## src/rtl/mps_pkg.sv

```systemverilog
// ----------------------------------------------------------------------------
// Magnet pulse sequencer package
// Shared types, register indexes, drive bit positions and the step table.
// ----------------------------------------------------------------------------
package mps_pkg;

	localparam int unsigned NUM_MAGNETS = 70;
	localparam int unsigned NUM_STEPS   = 10;

	localparam int unsigned CFG_IDX_W  = 3;
	localparam int unsigned CFG_DATA_W = 17;
	localparam int unsigned CNT_W      = 17;
	localparam int unsigned PHASE_W    = 4;

	// Configuration register indexes.
	localparam logic [CFG_IDX_W-1:0] REG_LEAD      = 3'd0;
	localparam logic [CFG_IDX_W-1:0] REG_PULSE     = 3'd1;
	localparam logic [CFG_IDX_W-1:0] REG_SETTLE    = 3'd2;
	localparam logic [CFG_IDX_W-1:0] REG_LOW_DT    = 3'd3;
	localparam logic [CFG_IDX_W-1:0] REG_GATE_H_DT = 3'd4;
	localparam logic [CFG_IDX_W-1:0] REG_COM_H_DT  = 3'd5;

	// Command codes.
	localparam logic CMD_TICK  = 1'b0;
	localparam logic CMD_START = 1'b1;

	// Status codes.
	localparam logic [1:0] ST_NONE     = 2'd0;
	localparam logic [1:0] ST_STARTED  = 2'd1;
	localparam logic [1:0] ST_REJECTED = 2'd2;
	localparam logic [1:0] ST_FINISHED = 2'd3;

	// Drive bit masks.
	localparam logic [3:0] DRV_NONE = 4'b0000;
	localparam logic [3:0] DRV_GH   = 4'b0001;
	localparam logic [3:0] DRV_GL   = 4'b0010;
	localparam logic [3:0] DRV_CH   = 4'b0100;
	localparam logic [3:0] DRV_CL   = 4'b1000;

	// Wait selections, numbered like the configuration registers.
	localparam logic [2:0] W_LEAD   = 3'd0;
	localparam logic [2:0] W_PULSE  = 3'd1;
	localparam logic [2:0] W_SETTLE = 3'd2;
	localparam logic [2:0] W_LOWDT  = 3'd3;
	localparam logic [2:0] W_GHDT   = 3'd4;
	localparam logic [2:0] W_CHDT   = 3'd5;

	typedef struct packed {
		logic [3:0] entry_off;
		logic [2:0] wait_sel;
		logic [3:0] end_off;
		logic [3:0] end_on;
	} step_t;

	typedef struct packed {
		logic [6:0] mux_address;
		logic       gate_high;
		logic       gate_low;
		logic       common_high;
		logic       common_low;
		logic       busy_res;
		logic [1:0] status;
	} result_t;

	function automatic step_t mk_step(logic [3:0] eo, logic [2:0] ws, logic [3:0] xo,
			logic [3:0] xn);
		step_t s;
		s.entry_off = eo;
		s.wait_sel  = ws;
		s.end_off   = xo;
		s.end_on    = xn;
		return s;
	endfunction

	// Step list per polarity; step is 0 based.
	function automatic step_t seq_step(logic pol, logic [PHASE_W-1:0] step);
		step_t s;
		s = mk_step(DRV_NONE, W_LEAD, DRV_NONE, DRV_NONE);
		if (pol) begin
			unique case (step)
				4'd0: s = mk_step(DRV_GH | DRV_GL, W_LOWDT, DRV_NONE, DRV_GL);
				4'd1: s = mk_step(DRV_CH, W_LOWDT, DRV_NONE, DRV_CL);
				4'd2: s = mk_step(DRV_NONE, W_LEAD, DRV_NONE, DRV_NONE);
				4'd3: s = mk_step(DRV_CL, W_CHDT, DRV_NONE, DRV_CH);
				4'd4: s = mk_step(DRV_NONE, W_PULSE, DRV_NONE, DRV_NONE);
				4'd5: s = mk_step(DRV_CH, W_LOWDT, DRV_NONE, DRV_CL);
				4'd6: s = mk_step(DRV_GH | DRV_GL, W_LOWDT, DRV_NONE, DRV_GL);
				4'd7: s = mk_step(DRV_NONE, W_SETTLE, DRV_NONE, DRV_NONE);
				4'd8: s = mk_step(DRV_GH | DRV_GL, W_GHDT, DRV_GH, DRV_NONE);
				4'd9: s = mk_step(DRV_CL, W_GHDT, DRV_CH, DRV_NONE);
				default: s = mk_step(DRV_NONE, W_LEAD, DRV_NONE, DRV_NONE);
			endcase
		end else begin
			unique case (step)
				4'd0: s = mk_step(DRV_GH | DRV_GL, W_LOWDT, DRV_NONE, DRV_GL);
				4'd1: s = mk_step(DRV_CH, W_LOWDT, DRV_NONE, DRV_CL);
				4'd2: s = mk_step(DRV_NONE, W_LEAD, DRV_NONE, DRV_NONE);
				4'd3: s = mk_step(DRV_GH | DRV_GL, W_GHDT, DRV_NONE, DRV_GH);
				4'd4: s = mk_step(DRV_NONE, W_PULSE, DRV_NONE, DRV_NONE);
				4'd5: s = mk_step(DRV_GH | DRV_GL, W_LOWDT, DRV_NONE, DRV_GL);
				4'd6: s = mk_step(DRV_CH, W_LOWDT, DRV_NONE, DRV_CL);
				4'd7: s = mk_step(DRV_NONE, W_SETTLE, DRV_NONE, DRV_NONE);
				4'd8: s = mk_step(DRV_GH | DRV_GL, W_GHDT, DRV_GH, DRV_NONE);
				4'd9: s = mk_step(DRV_CL, W_GHDT, DRV_CH, DRV_NONE);
				default: s = mk_step(DRV_NONE, W_LEAD, DRV_NONE, DRV_NONE);
			endcase
		end
		return s;
	endfunction

endpackage

```

## src/rtl/mps_cmd_if.sv

```systemverilog
// ----------------------------------------------------------------------------
// Magnet pulse sequencer command channel
// Valid/ready channel carrying tick and start requests.
// ----------------------------------------------------------------------------
interface mps_cmd_if;
	logic       valid;
	logic       ready;
	logic       command;
	logic       polarity;
	logic [6:0] magnet_index;

	modport source (output valid, output command, output polarity, output magnet_index,
		input ready);
	modport sink (input valid, input command, input polarity, input magnet_index,
		output ready);
endinterface

```

## src/rtl/mps_res_if.sv

```systemverilog
// ----------------------------------------------------------------------------
// Magnet pulse sequencer result channel
// Valid/ready channel carrying drive levels and status after each request.
// ----------------------------------------------------------------------------
interface mps_res_if;
	logic       valid;
	logic       ready;
	logic [6:0] mux_address;
	logic       gate_high;
	logic       gate_low;
	logic       common_high;
	logic       common_low;
	logic       busy_res;
	logic [1:0] status;

	modport source (output valid, output mux_address, output gate_high, output gate_low,
		output common_high, output common_low, output busy_res, output status,
		input ready);
	modport sink (input valid, input mux_address, input gate_high, input gate_low,
		input common_high, input common_low, input busy_res, input status,
		output ready);
endinterface

```

## src/rtl/magnet_pulse_sequencer_core.sv

```systemverilog
// Accepts one request per clock whenever the result register is empty or being
// taken in the same cycle, and returns one result per request, valid in the cycle
// after acceptance. The next state and the result are computed combinationally
// from the request and the sequencer registers.
// ----------------------------------------------------------------------------
// Magnet pulse sequencer core
// Steps the H-bridge gates through lead, pulse, settle and release with dead
// times between switch-overs, counting one-microsecond tick requests.
// ----------------------------------------------------------------------------
module magnet_pulse_sequencer_core (
	input  logic                              clk,
	input  logic                              arst_n,
	input  logic                              cfg_we,
	input  logic [mps_pkg::CFG_IDX_W-1:0]     cfg_index,
	input  logic [mps_pkg::CFG_DATA_W-1:0]    cfg_wdata,
	mps_cmd_if.sink                           cmd,
	mps_res_if.source                         res
);

	logic [15:0] lead_time_q;
	logic [15:0] pulse_time_q;
	logic [16:0] settle_time_q;
	logic [7:0]  low_dt_q;
	logic [7:0]  gate_h_dt_q;
	logic [7:0]  com_h_dt_q;

	logic [mps_pkg::PHASE_W-1:0] phase_q, phase_d;
	logic [mps_pkg::CNT_W-1:0]   countdown_q, countdown_d, cnt_dec;
	logic                        pol_q, pol_d;
	logic [6:0]                  addr_q, addr_d;
	logic [3:0]                  drive_q, drive_d, drive_end;
	logic [1:0]                  status_d;

	logic                 out_valid_q;
	mps_pkg::result_t     res_q;
	logic                 accept;
	logic                 busy;
	logic                 idx_bad;
	mps_pkg::step_t       cur_step, next_step, first_step;
	logic [mps_pkg::PHASE_W-1:0] step_idx;

	assign cmd.ready = !out_valid_q || res.ready;
	assign accept    = cmd.valid && cmd.ready;

	always_ff @(posedge clk or negedge arst_n) begin
		if (!arst_n) begin
			lead_time_q   <= 16'd1000;
			pulse_time_q  <= 16'd100;
			settle_time_q <= 17'd100000;
			low_dt_q      <= 8'd10;
			gate_h_dt_q   <= 8'd5;
			com_h_dt_q    <= 8'd4;
		end else if (cfg_we) begin
			unique case (cfg_index)
				mps_pkg::REG_LEAD:      lead_time_q   <= cfg_wdata[15:0];
				mps_pkg::REG_PULSE:     pulse_time_q  <= cfg_wdata[15:0];
				mps_pkg::REG_SETTLE:    settle_time_q <= cfg_wdata[16:0];
				mps_pkg::REG_LOW_DT:    low_dt_q      <= cfg_wdata[7:0];
				mps_pkg::REG_GATE_H_DT: gate_h_dt_q   <= cfg_wdata[7:0];
				mps_pkg::REG_COM_H_DT:  com_h_dt_q    <= cfg_wdata[7:0];
				default: ;
			endcase
		end
	end

	function automatic logic [mps_pkg::CNT_W-1:0] wait_value(logic [2:0] sel,
			logic [15:0] lead, logic [15:0] pulse, logic [16:0] settle,
			logic [7:0] lowdt, logic [7:0] ghdt, logic [7:0] chdt);
		logic [mps_pkg::CNT_W-1:0] v;
		unique case (sel)
			mps_pkg::W_LEAD:   v = {1'b0, lead};
			mps_pkg::W_PULSE:  v = {1'b0, pulse};
			mps_pkg::W_SETTLE: v = settle;
			mps_pkg::W_LOWDT:  v = {9'd0, lowdt};
			mps_pkg::W_GHDT:   v = {9'd0, ghdt};
			default:           v = {9'd0, chdt};
		endcase
		return v;
	endfunction

	assign busy     = (phase_q != '0);
	assign idx_bad  = ({1'b0, cmd.magnet_index} >= 8'(mps_pkg::NUM_MAGNETS));
	assign step_idx = phase_q - 4'd1;
	assign cur_step   = mps_pkg::seq_step(pol_q, step_idx);
	assign next_step  = mps_pkg::seq_step(pol_q, phase_q);
	assign first_step = mps_pkg::seq_step(cmd.polarity, 4'd0);
	assign cnt_dec    = (countdown_q != '0) ? countdown_q - 17'd1 : countdown_q;
	assign drive_end  = (drive_q & ~cur_step.end_off) | cur_step.end_on;

	always_comb begin
		phase_d     = phase_q;
		countdown_d = countdown_q;
		pol_d       = pol_q;
		addr_d      = addr_q;
		drive_d     = drive_q;
		status_d    = mps_pkg::ST_NONE;
		if (cmd.command == mps_pkg::CMD_START) begin
			if (busy || idx_bad) begin
				status_d = mps_pkg::ST_REJECTED;
			end else begin
				pol_d       = cmd.polarity;
				addr_d      = cmd.magnet_index;
				phase_d     = 4'd1;
				drive_d     = drive_q & ~first_step.entry_off;
				countdown_d = wait_value(first_step.wait_sel, lead_time_q, pulse_time_q,
					settle_time_q, low_dt_q, gate_h_dt_q, com_h_dt_q);
				status_d    = mps_pkg::ST_STARTED;
			end
		end else if (busy) begin
			countdown_d = cnt_dec;
			if (cnt_dec == '0) begin
				if (phase_q >= 4'(mps_pkg::NUM_STEPS)) begin
					drive_d  = drive_end;
					phase_d  = '0;
					status_d = mps_pkg::ST_FINISHED;
				end else begin
					// Final gate change of this step, then the next step's turn-off.
					drive_d     = drive_end & ~next_step.entry_off;
					phase_d     = phase_q + 4'd1;
					countdown_d = wait_value(next_step.wait_sel, lead_time_q, pulse_time_q,
						settle_time_q, low_dt_q, gate_h_dt_q, com_h_dt_q);
				end
			end
		end
	end

	always_ff @(posedge clk or negedge arst_n) begin
		if (!arst_n) begin
			phase_q     <= '0;
			countdown_q <= '0;
			pol_q       <= 1'b0;
			addr_q      <= '0;
			drive_q     <= mps_pkg::DRV_NONE;
			out_valid_q <= 1'b0;
		end else begin
			if (accept) begin
				phase_q     <= phase_d;
				countdown_q <= countdown_d;
				pol_q       <= pol_d;
				addr_q      <= addr_d;
				drive_q     <= drive_d;
				out_valid_q <= 1'b1;
			end else if (res.ready) begin
				out_valid_q <= 1'b0;
			end
		end
	end

	always_ff @(posedge clk) begin
		if (accept) begin
			res_q.mux_address <= addr_d;
			res_q.gate_high   <= drive_d[0];
			res_q.gate_low    <= drive_d[1];
			res_q.common_high <= drive_d[2];
			res_q.common_low  <= drive_d[3];
			res_q.busy_res    <= (phase_d != '0);
			res_q.status      <= status_d;
		end
	end

	assign res.valid       = out_valid_q;
	assign res.mux_address = res_q.mux_address;
	assign res.gate_high   = res_q.gate_high;
	assign res.gate_low    = res_q.gate_low;
	assign res.common_high = res_q.common_high;
	assign res.common_low  = res_q.common_low;
	assign res.busy_res    = res_q.busy_res;
	assign res.status      = res_q.status;

`ifndef SYNTHESIS
	a_no_shoot_gate: assert property (@(posedge clk) disable iff (!arst_n)
		!((drive_q & mps_pkg::DRV_GH) != '0 && (drive_q & mps_pkg::DRV_GL) != '0))
		else $error("magnet gate high and low on together");
	a_no_shoot_common: assert property (@(posedge clk) disable iff (!arst_n)
		!((drive_q & mps_pkg::DRV_CH) != '0 && (drive_q & mps_pkg::DRV_CL) != '0))
		else $error("common high and low on together");
	a_phase_range: assert property (@(posedge clk) disable iff (!arst_n)
		phase_q <= 4'(mps_pkg::NUM_STEPS))
		else $error("phase beyond the last step");
	a_count_idle: assert property (@(posedge clk) disable iff (!arst_n)
		(countdown_q != '0) |-> (phase_q != '0))
		else $error("countdown running while idle");
	a_no_overwrite: assert property (@(posedge clk) disable iff (!arst_n)
		(out_valid_q && !res.ready) |=> ($stable(res_q) && out_valid_q))
		else $error("pending result changed before it was taken");
`endif

endmodule
```

## src/flat_wrapper.sv

```systemverilog
// flat-port wrapper written by rule: the top's interface ports become plain ports
module magnet_pulse_sequencer_core_flat 
  (clk, arst_n, cfg_we, cfg_index, cfg_wdata, cmd_valid, cmd_command, cmd_polarity, cmd_magnet_index, cmd_ready, res_valid, res_mux_address, res_gate_high, res_gate_low, res_common_high, res_common_low, res_busy_res, res_status, res_ready);
  mps_cmd_if cmd_i ();
  mps_res_if res_i ();
  input  logic clk;
  input  logic arst_n;
  input  logic cfg_we;
  input  logic [mps_pkg::CFG_IDX_W-1:0] cfg_index;
  input  logic [mps_pkg::CFG_DATA_W-1:0] cfg_wdata;
  input wire logic [$bits(cmd_i.valid)-1:0] cmd_valid;
  input wire logic [$bits(cmd_i.command)-1:0] cmd_command;
  input wire logic [$bits(cmd_i.polarity)-1:0] cmd_polarity;
  input wire logic [$bits(cmd_i.magnet_index)-1:0] cmd_magnet_index;
  output wire logic [$bits(cmd_i.ready)-1:0] cmd_ready;
  output wire logic [$bits(res_i.valid)-1:0] res_valid;
  output wire logic [$bits(res_i.mux_address)-1:0] res_mux_address;
  output wire logic [$bits(res_i.gate_high)-1:0] res_gate_high;
  output wire logic [$bits(res_i.gate_low)-1:0] res_gate_low;
  output wire logic [$bits(res_i.common_high)-1:0] res_common_high;
  output wire logic [$bits(res_i.common_low)-1:0] res_common_low;
  output wire logic [$bits(res_i.busy_res)-1:0] res_busy_res;
  output wire logic [$bits(res_i.status)-1:0] res_status;
  input wire logic [$bits(res_i.ready)-1:0] res_ready;
  assign cmd_i.valid = cmd_valid;
  assign cmd_i.command = cmd_command;
  assign cmd_i.polarity = cmd_polarity;
  assign cmd_i.magnet_index = cmd_magnet_index;
  assign cmd_ready = cmd_i.ready;
  assign res_valid = res_i.valid;
  assign res_mux_address = res_i.mux_address;
  assign res_gate_high = res_i.gate_high;
  assign res_gate_low = res_i.gate_low;
  assign res_common_high = res_i.common_high;
  assign res_common_low = res_i.common_low;
  assign res_busy_res = res_i.busy_res;
  assign res_status = res_i.status;
  assign res_i.ready = res_ready;
  magnet_pulse_sequencer_core u_core (.clk(clk), .arst_n(arst_n), .cfg_we(cfg_we), .cfg_index(cfg_index), .cfg_wdata(cfg_wdata), .cmd(cmd_i), .res(res_i));
endmodule
```

## config.mk

```make
export PLATFORM = sky130hd
export DESIGN_NAME = magnet_pulse_sequencer_core_flat
export DESIGN_NICKNAME = d
export VERILOG_FILES = /design/src/rtl/mps_pkg.sv /design/src/rtl/mps_cmd_if.sv /design/src/rtl/mps_res_if.sv /design/src/rtl/magnet_pulse_sequencer_core.sv /design/src/flat_wrapper.sv
export SDC_FILE = /design/constraint.sdc
export NUM_CORES = 1
export LEC_CHECK = 0
export ABC_CLOCK_PERIOD_IN_PS = 9900
export BUFFER_PORTS_ARGS = -buffer_cell sky130_fd_sc_hd__buf_2
export CAP_MARGIN = 5
export CORE_ASPECT_RATIO = 1.4
export CORE_UTILIZATION = 27
export DETAILED_ROUTE_END_ITERATION = 16
export SETUP_SLACK_MARGIN = 0.3
export SYNTH_ARGS = -nofsm -noshare
export SYNTH_HDL_FRONTEND = slang
export SYNTH_SLANG_ARGS = --single-unit
```

## constraint.sdc

```tcl
create_clock -name clk -period 9.9 [get_ports clk]
set_clock_uncertainty 0.1 [all_clocks]
set_input_delay 1.485 -clock clk [delete_from_list [all_inputs] [get_ports clk]]
set_output_delay 1.485 -clock clk [all_outputs]
set_load 0.005 [all_outputs]
```

==> metrics.md <==
| Metric | Value |
|---|---|
| DRT Pass-1 Iters | 4 |
| Layout Area Growth over Synthesis | 16.7% |
| Max incr delay on CP | 0.58 ns |
| Max_slew headroom | 0.303 |
| Fin crit period | 3.97 ns |
| WL final | 17000 um |
| # clock sinks | 121 |
| Period utilization | 0.401 |
| Top-level I/O count | 50 |
| Initial antenna violation count | 2 |
| GR Overflow Total | 0 |
| Via count | 5121 |
| Number of remaining DRC errors | 0 |
| RSZ-0062 raised after global routing | no |
| Worst setup SP type | flop |
| Max Freq | 0.252 GHz |
| Cell variety after synth | 71 |
| Clock latency on the worst-skew pair | 0.42 ns |
| # port buffers | 49 |
| Lkg Pwr | 3.21 nW |
| Via/cell ratio | 5.13 |
| Root buf cell | clkbuf_16 |
| Number of synthesized flops with an enable pin | 14 |
| Min-delay worst type | reg -> reg |
| Layout cell share with drive strength beyond 1 | 0.304 |
| Filler Cell Count | 2461 |
| NumNets Final | 720 |
| Hold Path Depth | 2 |
| Power Density | 276 nW/um^2 |
| Worst Tran Pin Value | 1.04 ns |
| Post-Layout Cell Count | 998 |
| Final Hold Viols | 0 |
| Core Area | 24100 um^2 |
| Crit path max fanout | 17 |
| R2r startpoint | u_core.countdown_q[0]$_DFFE_PN0P_ |
| DR WL/cell | 17.1 um |
| First-pass GRT wire length | 27800 um |
| CTS buffer count | 17 |
| Remaining antenna violation count | 0 |
| Hold path startpoint | u_core.addr_q[6]$_DFFE_PN0P_ |
| Slew Limit Fails | 0 |
| Initial core utilization | 0.278 |
| Syn Nets | 676 |
| Most common cell after layout, fill and taps aside | mux2_2 |
| Clock power share | 0.273 |
| Sequential power share | 0.335 |
| Maximum VDD drop | 0.118 mV |
| Final setup vio count | 0 |
| Post-CTS Hold Buffers | 0 |
| Resize count post-CTS | 0 |
| Run status | complete, no violations |
| Die W | 135 um |
| R2r worst-path depth | 10 |
| Die area | 25500 um^2 |
| Required time of the critical path | 9.96 ns |
| Fin Setup TNS | 0 ns |
| 1st-iter DRT viols | 265 |
| Pin count of the biggest net entering global routing | 67 |
| Switching power | 0.000855 W |
| Flop and latch count out of synthesis | 121 |
| Setup Buffers After CTS | 0 |
| Slowest CP cell | nor4b_4 |
| Dpl hpwl | 12000 um |
| CTS clk-pin slew, worst paths | 0.07 ns |
| CTS Buffer Depth | 2 |
| Syn Inst Count | 630 |
| Post-synth top flop | dfrtp_1 |
| RR Endpoint | u_core.res.busy_res$_DFFE_PP_ |
| H-tree levels | 4 |
| Die Y | 189 um |
| Switching Fraction | 0.395 |
| Total GRT Usage | 0.139 |
| Placed insts | 965 |
| Cell Area, Synth | 6710 um^2 |
| Setup crit end kind | flop |
| Fin util | 0.325 |
| Max Cap Viol | 0 |
| Row cnt | 67 |
| Crit path DAT | 4.03 ns |
| Post-synthesis area per instance | 10.7 um^2 |
| Commonest cells after routing, fill and taps aside | mux2_2 (90), dfrtp_1 (87), nand2_1 (63), buf_2 (48), nor2_1 (39) |
| Register area share after synthesis | 0.465 |
| Worst Hold End | u_core.addr_q[6]$_DFFE_PN0P_ |
| Hold slack | 0.381 ns |
| CP cell instances | inv_1, ha_1, nor4b_2, nand4_1, a211oi_2, nand4b_1, nor4b_4, nand3_2, o21ai_0, nand3_1 |
| YS warnings | 0 |
| Crit path kind | reg -> reg |
| Cell-internal power | 0.00131 W |
| Comb pwr share | 0.392 |
| GPL Wtd Cong | 0.887 |
| Async SR Flop Fraction | 0.884 |
| Number of global-route vias before repair | 5158 |
| Register-to-register setup slack | 5.93 ns |
| TritonCTS clock tree | done |
-- flip-flops by register name, summed over array words and instances (netlist names) --
register and cells:
u_core.countdown_q 17, u_core.settle_time_q 17, u_core.lead_time_q 16, u_core.pulse_time_q 16
u_core.com_h_dt_q 8, u_core.gate_h_dt_q 8, u_core.low_dt_q 8, u_core.addr_q 7
u_core.res.mux_address 7, u_core.drive_q 4, u_core.phase_q 4, u_core.res.status 2
u_core.pol_q 1, u_core.res.busy_res 1, u_core.res.common_high 1, u_core.res.common_low 1
u_core.res.gate_high 1, u_core.res.gate_low 1, u_core.res.valid 1
-- critical path: cells and delay by family (launching register included) --
kind,cells,cell delay [ns]
compound gates,2,0.66
fa+ha+maj,1,0.17
buf+inv,1,0.21
flops,1,0.46
simple gates,6,2.10
-- synth_stat cells, types with 3 or more instances --
| cell type | count | area, um^2 |
|---|---|---|
| a21oi_1 | 24 | 120 |
| inv_1 | 13 | 48.8 |
| nor2_1 | 39 | 146 |
| o22ai_1 | 5 | 31.3 |
| nand4_1 | 7 | 43.8 |
| nand3_1 | 12 | 60.1 |
| buf_4 | 3 | 22.5 |
| a21o_1 | 5 | 37.5 |
| nor4_1 | 5 | 31.3 |
| a2111oi_0 | 3 | 26.3 |
| xnor2_1 | 3 | 26.3 |
| o21ai_1 | 11 | 55.1 |
| a31oi_1 | 16 | 100 |
| nand2b_1 | 5 | 31.3 |
| dfrtp_1 | 87 | 2180 |
| and4_1 | 4 | 35.0 |
| nor2b_1 | 7 | 43.8 |
| clkbuf_1 | 22 | 82.6 |
| nand2_1 | 63 | 236 |
| ha_1 | 12 | 150 |
| and3_1 | 6 | 37.5 |
| nand3_2 | 3 | 30.0 |
| dfstp_2 | 20 | 526 |
| o21ai_0 | 32 | 160 |
| o31ai_1 | 5 | 37.5 |
| a221oi_1 | 4 | 35.0 |
| edfxtp_1 | 14 | 420 |
| mux2i_1 | 27 | 270 |
| a211oi_1 | 9 | 67.6 |
| and2_1 | 3 | 18.8 |
| nor3_1 | 16 | 80.1 |
| mux2_2 | 90 | 1010 |
| nor3b_1 | 3 | 22.5 |
-- kinds of logic after synthesis --
group,synth area share
adder cells (fa/ha/maj),0.0224
AND/OR/NAND/NOR,0.151
AO/OA/AOI/OAI,0.138
buffers and inverters,0.0272
flip-flops,0.465
XOR/XNOR,0.00522
multiplexers,0.191
-- per-layer routing --
| layer | GRT usage | vias up | share of wire |
|---|---|---|---|
| met1 | 0.168 | 2543 | 0.44 |
| met4 | 0.0527 | 4 | 0.023 |
| met2 | 0.239 | 107 | 0.50 |
| met5 | 0 | - | 0.0014 |
| met3 | 0.0315 | 28 | 0.040 |
| li1 | - | 2439 | - |
-- power groups by stage --
| stage | registers [W] | clock network, W | logic (W) |
|---|---|---|---|
| 6_report | 0.000726 | 0.000591 | 0.000848 |
| 5_1_grt | 0.000743 | 0.000622 | 0.000940 |
| 4_1_cts | 0.000724 | 0.000602 | 0.000855 |
| 3_5_place_dp | 0.000732 | 0 | 0.000850 |
| 3_3_place_gp | 0.000729 | 0 | 0.000846 |
| 2_1_floorplan | 0.000685 | 0 | 0.000657 |
-- area by class of cell --
type	count	area [um^2]	area share
Antenna cell	1	2.50	0.000319
Clock buffer	20	478	0.0610
Clock inverter	12	88.8	0.0113
Inverter	14	52.6	0.00671
Multi-Input combinational cell	466	3420	0.436
Sequential cell	121	3120	0.399
Tap cell	310	388	0.0495
Timing Repair Buffer	54	285	0.0364
-- how the worst max path moves through the flow --
stage | start | slack (ns) | end
floorplan | cmd_magnet_index[2] | 6.44 | u_core.countdown_q[13]$_DFFE_PN0P_
global placement | res_ready | 5.65 | u_core.countdown_q[9]$_DFFE_PN0P_
detailed placement | res_ready | 5.57 | u_core.countdown_q[9]$_DFFE_PN0P_
CTS | u_core.countdown_q[0]$_DFFE_PN0P_ | 5.86 | u_core.res.busy_res$_DFFE_PP_
global route | u_core.countdown_q[0]$_DFFE_PN0P_ | 5.62 | u_core.countdown_q[10]$_DFFE_PN0P_
finish | u_core.countdown_q[0]$_DFFE_PN0P_ | 5.93 | u_core.res.busy_res$_DFFE_PP_
-- per-stage QoR --
stage / worst slack, ns / cell area (um^2) / total power, W
after global routing: 5.62 / 7830 / 0.00231
after floorplan: 6.44 / 6710 / 0.00134
after detailed placement: 5.57 / 7270 / 0.00158
after global placement: 5.65 / 7270 / 0.00157
final: 5.93 / 7840 / 0.00217
after CTS: 5.86 / 7830 / 0.00218
Power figures use the tool's default switching activity.
